`config.mk`:
```
export PLATFORM = sky130hd
export DESIGN_NAME = mtb_ctrl
export DESIGN_NICKNAME = d
export VERILOG_FILES = /design/src/rtl/mtb_pkg.sv /design/src/rtl/mtb_ctrl.sv
export SDC_FILE = /design/constraint.sdc
export NUM_CORES = 1
export LEC_CHECK = 0
export BUFFER_PORTS_ARGS = -buffer_cell sky130_fd_sc_hd__buf_2
export CORE_AREA = 2 2 39 41
export CTS_CLUSTER_SIZE = 12
export DETAILED_ROUTE_END_ITERATION = 12
export DIE_AREA = 0 0 41 43
export REMOVE_ABC_BUFFERS = 1
export SLEW_MARGIN = 20
export SYNTH_ARGS = -nofsm -noshare
export SYNTH_HDL_FRONTEND = slang
export SYNTH_SLANG_ARGS = --single-unit
```
`constraint.sdc`:
```
create_clock -name clk_i -period 1 [get_ports clk_i]
set_clock_uncertainty 0.1 [all_clocks]
set_input_delay 0.1 -clock clk_i [delete_from_list [all_inputs] [get_ports clk_i]]
set_output_delay 0.1 -clock clk_i [all_outputs]
set_load 0.1 [all_outputs]
```
`src/rtl/mtb_pkg.sv`:
```
package mtb_pkg;

  // Width of the dimension registers
  localparam int unsigned CFG_W = 6;

  // Dimension register reset values
  localparam logic [CFG_W-1:0] ROW_COUNT_RESET = 6'd32;
  localparam logic [CFG_W-1:0] COL_COUNT_RESET = 6'd32;

  // APB address width and register indexes
  localparam int unsigned PADDR_W = 3;
  localparam logic REG_ROW_COUNT = 1'b0;
  localparam logic REG_COL_COUNT = 1'b1;

  typedef enum logic {
    OP_LOAD = 1'b0,
    OP_EMIT = 1'b1
  } op_e;

  typedef enum logic [1:0] {
    STAT_LOADED   = 2'd0,
    STAT_EMITTED  = 2'd1,
    STAT_REJECTED = 2'd2
  } stat_e;

  typedef enum logic {
    ST_LOAD = 1'b0,
    ST_EMIT = 1'b1
  } state_e;

  // Commands from the controller to the datapath
  typedef struct packed {
    logic  clear;
    logic  take;
    logic  load_wr;
    logic  emit_rd;
    stat_e status;
    logic  last;
  } cmd_t;

  // Status from the datapath to the controller
  typedef struct packed {
    logic load_last;
    logic emit_last;
  } dp_stat_t;

endpackage

```
`src/rtl/mtb_ctrl.sv`:
```
module mtb_ctrl (
  input  logic              clk_i,
  input  logic              rst_ni,
  input  logic              in_valid_i,
  input  logic              operation_i,
  input  logic              out_stall_i,
  input  logic              cfg_clear_i,
  input  mtb_pkg::dp_stat_t dp_stat_i,
  output logic              in_stall_o,
  output logic              out_valid_o,
  output mtb_pkg::cmd_t     cmd_o
);
  import mtb_pkg::*;

  state_e state_q, state_d;
  logic   out_valid_q, out_valid_d;
  logic   accept;

  // Hold the input while a finished word waits downstream
  assign in_stall_o  = out_valid_q & out_stall_i;
  assign accept      = in_valid_i & ~in_stall_o;
  assign out_valid_o = out_valid_q;

  always_ff @(posedge clk_i or negedge rst_ni) begin
    if (!rst_ni) begin
      state_q     <= ST_LOAD;
      out_valid_q <= 1'b0;
    end else begin
      state_q     <= state_d;
      out_valid_q <= out_valid_d;
    end
  end

  // Decide status and commands for the accepted word
  always_comb begin
    state_d       = state_q;
    cmd_o.clear   = cfg_clear_i;
    cmd_o.take    = accept;
    cmd_o.load_wr = 1'b0;
    cmd_o.emit_rd = 1'b0;
    cmd_o.status  = STAT_REJECTED;
    cmd_o.last    = 1'b0;
    if (accept) begin
      case (state_q)
        ST_LOAD: begin
          if (op_e'(operation_i) == OP_LOAD) begin
            cmd_o.load_wr = 1'b1;
            cmd_o.status  = STAT_LOADED;
            if (dp_stat_i.load_last) begin
              state_d = ST_EMIT;
            end
          end
        end
        ST_EMIT: begin
          if (op_e'(operation_i) == OP_EMIT) begin
            cmd_o.emit_rd = 1'b1;
            cmd_o.status  = STAT_EMITTED;
            cmd_o.last    = dp_stat_i.emit_last;
            if (dp_stat_i.emit_last) begin
              state_d = ST_LOAD;
            end
          end
        end
        default: state_d = ST_LOAD;
      endcase
    end
    // Abandon any matrix in progress on a dimension write
    if (cfg_clear_i) begin
      state_d = ST_LOAD;
    end
  end

  // Keep the result word until it is taken
  always_comb begin
    if (accept) begin
      out_valid_d = 1'b1;
    end else if (out_stall_i) begin
      out_valid_d = out_valid_q;
    end else begin
      out_valid_d = 1'b0;
    end
  end

endmodule

```
Word level (Yosys, flattened, before mapping)
Cells that the tools add are included.
{"block": "classes", "n_eq_ne": 1, "n_mux": 17, "bitwise_logic": 4, "n_reduce_logical": 1}
{"operator": "2-to-1 mux 1 bit", "count": 12}
{"operator": "2-to-1 mux 5 bit", "count": 1}
{"operator": "2-to-1 mux 4 bit", "count": 1}
{"operator": "one-hot mux 2 bit (2 select lines)", "count": 1}
{"operator": "AND 1 bit", "count": 2}
{"operator": "2-to-1 mux 2 bit", "count": 1}
{"operator": "!= test 2 x 1 -> 1 bit, second input constant", "count": 1}
{"operator": "inverter 1 bit", "count": 2}
{"operator": "one-hot mux 1 bit (2 select lines)", "count": 1}
{"operator": "nonzero test 2 bit", "count": 1}
{"block": "totals", "register_bits": 2, "input_bits": 8, "output_inout_bits": 9}

Depth between registers and ports, before layout
{"block": "logic_depth", "ltp_word": 5, "ltp_mapped": 3}

Worst setup path before layout
No wires, ideal clock.
{"block": "synth_timing", "path_type": "reg-to-output", "start": "register out_valid_q (netlist: out_valid_o)", "end": "output port cmd_o[0] (netlist bit)", "arrival_time_ns": 3.202, "required_time_ns": 0.800, "slack_ns": -2.402, "stages_incl_launch_ff": 4, "n_path_buf": 0, "path_cell_list": "dfrtp_1 a21boi_4 nand2_1 nor3_1"}
{"item": "start: declaration", "line_no": "mtb_ctrl.sv:16", "source": "logic out_valid_q, out_valid_d;"}
{"item": "start signal: assignment", "line_no": "mtb_ctrl.sv:30", "source": "out_valid_q <= out_valid_d;"}
{"item": "end: declaration", "line_no": "mtb_ctrl.sv:11", "source": "output mtb_pkg::cmd_t cmd_o"}

==> out/results.env <==
LAYOUT.AREA.SEQ_UM2=50.05
CTS.CLK_SLEW.WORST_PATHS_PS=30
GRT_FIRST_PASS_WIRELENGTH_UM=1048
LAYOUT-DRIVE-GT1-SHARE_PCT=78.43
N_ANTENNA_CELL=0
FLOORPLAN.DIE.WIDTH_UM=41
NUMBER_OF_GLOBAL_ROUTE_VIAS_BEFORE_REPAIR=276
NUM-FILL-CELLS=140
DIE_Y_UM=43
WORST_R2R_STARTPOINT='out_valid_o'
CORE.ROWCOUNT=14
WORST_SLEW_PIN_SLEW_PS=148.2
SYN-INSTANCE-COUNT=21
PORT_BUFFERS=16
CLKLATENCYLATEPIN_PS=220
YOSYSTOPAREACELL='sky130_fd_sc_hd__dfrtp_1'
NUMBER_OF_DISTINCT_STANDARD_CELLS_REFERENCED_BY_THE_SYNTHESIZED_NETLIST=12
CRIT_PATH_END_KIND='output port'
MIN_FROM='dp_stat_i[1]'
SETUP_REPAIR_AFTER_GLOBAL_ROUTING_MISSED_ITS_MARGIN='true'
AREA.GROWTH.SYNTH_TO_FINAL_PCT=211.3
CTS.PATH.MAX_BUFFERS=2
CTS_HTREE_LEVELS=1
FLOORPLAN.DIE_AREA_UM2=1763
GR-USAGE-ALL-LAYERS_PCT=9.045
ASYNC_FLOP_SHARE_PCT=100.0
SYNTH-WARNING-COUNT=0
PERIOD_NEEDED_PS=1483
WORST_SETUP_PATH_START_KIND='register'
CORE-AREA_UM2=1384
HOLD_WS_PS=75.22
YOSYS_MOST_USED_DFF='sky130_fd_sc_hd__dfrtp_1'
SYNTH-SEQ-AREA-SHARE_PCT=26.67
ROUTE.VIAS.TOTAL=249
YOSYS-TOP-CELLS-COUNT='sky130_fd_sc_hd__buf_4, sky130_fd_sc_hd__inv_1'
MULTI_INPUT_AREA_UM2=141.4
MAX-CAP-VIOLATIONS=0
SETUP_TNS_PS=-3888
FINALCRITPERIODSHARE_PCT=148.3
P_LEAK_nW=0.2840
CRIT_BUF_INV=2
VIOLATED_CHECKS='negative setup slack'
POST_SYNTHESIS_MEAN_INSTANCE_AREA_UM2=8.937
UTILIZATION_PCT=42.22
ARRIVAL_TIME_OF_DATA_AT_THE_CRITICAL_PATH_ENDPOINT_PS=1280
INITIAL_UTILIZATION_PCT=13.56
POST-ROUTE-DRC-COUNT=0
MAXCLOCKFREQUENCY_MHz=674.4
ANT_NETS=0
POWER.DENSITY_CELL_AREA_nW_PER_UM2=1015
DRT_FIRST_ITER_VIOLATIONS=2
POST-PLACE-CELLS=56
WORST_PATH_LARGEST_CELL_DELAY_PS=400
CTS-BUFFERS-INSERTED=3
SETUP.WORST_PATH.CLASS='register to output port'
SYNTH_AREA_LEADERS='sky130_fd_sc_hd__dfrtp_1, sky130_fd_sc_hd__ha_1, sky130_fd_sc_hd__buf_4'
PLACE_WORST_SETUP_SLACK_PS=-315.8
SEQPWRFRAC_PCT=15.2
CTS.SINK_COUNT=2
FINAL_NETS=63
P_SW_SHARE_PCT=39.07
WORSTPATHCELLLIST='a21boi_4 > nand2_1 > nor3_2 > buf_4 > buf_12'
CELLINTERNALPOWER_W=0.0003614
TIMING.CRITICAL_PATH.FROM='out_valid_o'
POST_LAYOUT_INSTANCE_COUNT_EXCLUDING_FILLER_CELLS=67
FINALWORSTSETUPSLACK_PS=-482.8
CTS_TREE='done'
PEAKVDDDROP_mV=0.5332
HOLD_PATH_CLASS='primary input to register'
SYNTH_ENABLE_FLOP_CELLS=0
NUM_IO_PINS=17
FINALWEIGHTEDCONGESTION=0.6293
REPORT.FINAL.SLEW_VIOL_COUNT=0
YOSYS_REGISTER_BITS=2
SYNTH.CELL_AREA_UM2=187.7
CLK_ROOT_BUFFER_CELL='sky130_fd_sc_hd__clkbuf_4'
RELSLEWSLACK_PCT=90.09
ANTENNA_FOUND_INITIAL=0
POWER_FRAC_COMB_PCT=55.5
NUMBER_OF_DETAILED_ROUTE_ITERATIONS_IN_THE_FIRST_PASS=2
DETAIL_ROUTE.WIRELENGTH_UM=669
DP.FINAL_HPWL_UM=416.9
FINALHOLDVIOLATIONS=0
POWER_SWITCHING_W=0.0002318
PWR-SHARE-CLK_PCT=29.3
ROUTEDWLPERCELL_UM=9.985
CRITICAL_PATH_PEAK_FANOUT=3
SYNTH_TOP_AREA_SHARE_PCT=26.67
MAXIMUM_NUMBER_OF_PINS_ON_ONE_NET_BEFORE_GLOBAL_ROUTE_REPAIR=4
ROUTE.DETAILED.VIAS_PER_INST=3.716
CRITICAL_PATH.TOP_DELAY_FAMILY='flip-flops'
RUN_STATUS='finished with violations'
CP.REQUIRED_PS=800
FINAL-SETUP-VIOL-COUNT=10
GR-TOTAL-OVERFLOW=0
WORST_PATH_MAX_DELAY_CELL='sky130_fd_sc_hd__dfrtp_1'
flip-flops by register name, indices dropped and copies added (netlist names):
| signal | flops |
|---|---|
| state_q | 1 |
| out_valid_o | 1 |
repair_timing:
item                                    in CTS  in global routing
pin swaps                                    2                  2
endpoints found under the setup margin       9                 10
resized for setup                           10                  3
endpoints found under the hold margin        4                  0
hold buffers                                 3                  0
buffers inserted                             4                  1
stage by stage:
stage | cell area [µm²] | total power [W]
4_1_cts | 563.0 | 0.0005897
3_5_place_dp | 445.4 | 0.0003620
3_3_place_gp | 445.4 | 0.0003596
2_1_floorplan | 165.2 | 0.0002255
5_1_grt | 584.3 | 0.0006244
6_report | 584.3 | 0.0005932
power by group through the flow:
stage | Clock (W) | Sequential [W] | Combinational [W]
2_1_floorplan | 0 | 0.000111 | 0.000114
3_3_place_gp | 0 | 0.0000907 | 0.000269
3_5_place_dp | 0 | 0.0000907 | 0.000271
4_1_cts | 0.000183 | 0.0000899 | 0.000317
5_1_grt | 0.000191 | 0.0000907 | 0.000343
6_report | 0.000174 | 0.0000902 | 0.000329
path summary, 6_finish.rpt:
| check | end | slack, ps | cells past startpoint |
|---|---|---|---|
| worst max-delay path | cmd_o[0] | -480 | 5 |
| worst min-delay path | state_q | 80 | 3 |
| worst max register to register | state_q | -240 | 5 |
| worst min register to register | state_q | 690 | 4 |
| max in group asynchronous | out_valid_o | 620 | 2 |
| min in group asynchronous | state_q | 90 | 2 |
per-layer routing:
layer	GRT usage [%]	share of wire, %	vias up
li1	-	-	124
met3	5.759	9.0	0
met2	16.88	63	9
met5	0	0	-
met4	2.000	0	0
met1	7.097	28	116
worst reg2reg max path: stages (launching register included):
cell                       delay (ps)
sky130_fd_sc_hd__dfrtp_1          400
sky130_fd_sc_hd__a21boi_4         180
sky130_fd_sc_hd__buf_4            140
sky130_fd_sc_hd__buf_6            100
sky130_fd_sc_hd__a31o_1           160
sky130_fd_sc_hd__a21oi_2           60
cells in the final DEF (no fill, tap or decap):
cell type                       netlist  final
sky130_fd_sc_hd__buf_12               0      9
sky130_fd_sc_hd__and2_4               0      2
sky130_fd_sc_hd__a21boi_4             1      1
sky130_fd_sc_hd__inv_2                0      2
sky130_fd_sc_hd__dfrtp_1              2      2
sky130_fd_sc_hd__buf_2                0      7
sky130_fd_sc_hd__inv_1                3      1
sky130_fd_sc_hd__ha_1                 2      1
sky130_fd_sc_hd__nor3_2               0      1
sky130_fd_sc_hd__buf_4                3      8
sky130_fd_sc_hd__nand3_1              1      1
sky130_fd_sc_hd__ha_4                 0      1
sky130_fd_sc_hd__nand2_4              0      1
sky130_fd_sc_hd__nand2b_4             0      1
sky130_fd_sc_hd__nand2b_1             2      1
sky130_fd_sc_hd__a31o_1               1      1
sky130_fd_sc_hd__nand2_1              2      1
sky130_fd_sc_hd__clkbuf_4             0      3
sky130_fd_sc_hd__buf_6                0      3
sky130_fd_sc_hd__a21oi_2              1      1
sky130_fd_sc_hd__dlygate4sd3_1        0      3
cell families after synthesis:
| logic type | share of synthesized area (%) |
|---|---|
| AO/OA/AOI/OAI | 19.34 |
| adder cells (fa/ha/maj) | 13.33 |
| AND/OR/NAND/NOR | 22.66 |
| flip-flops | 26.67 |
| buffers and inverters | 18.00 |
layout make-up:
cell class | count | area share (%)
Timing Repair Buffer | 30 | 58.03
Multi-Input combinational cell | 13 | 24.20
Sequential cell | 2 | 8.565
Clock buffer | 3 | 3.854
Tap cell | 16 | 3.426
Inverter | 3 | 1.927
Power figures use the tool's default switching activity.
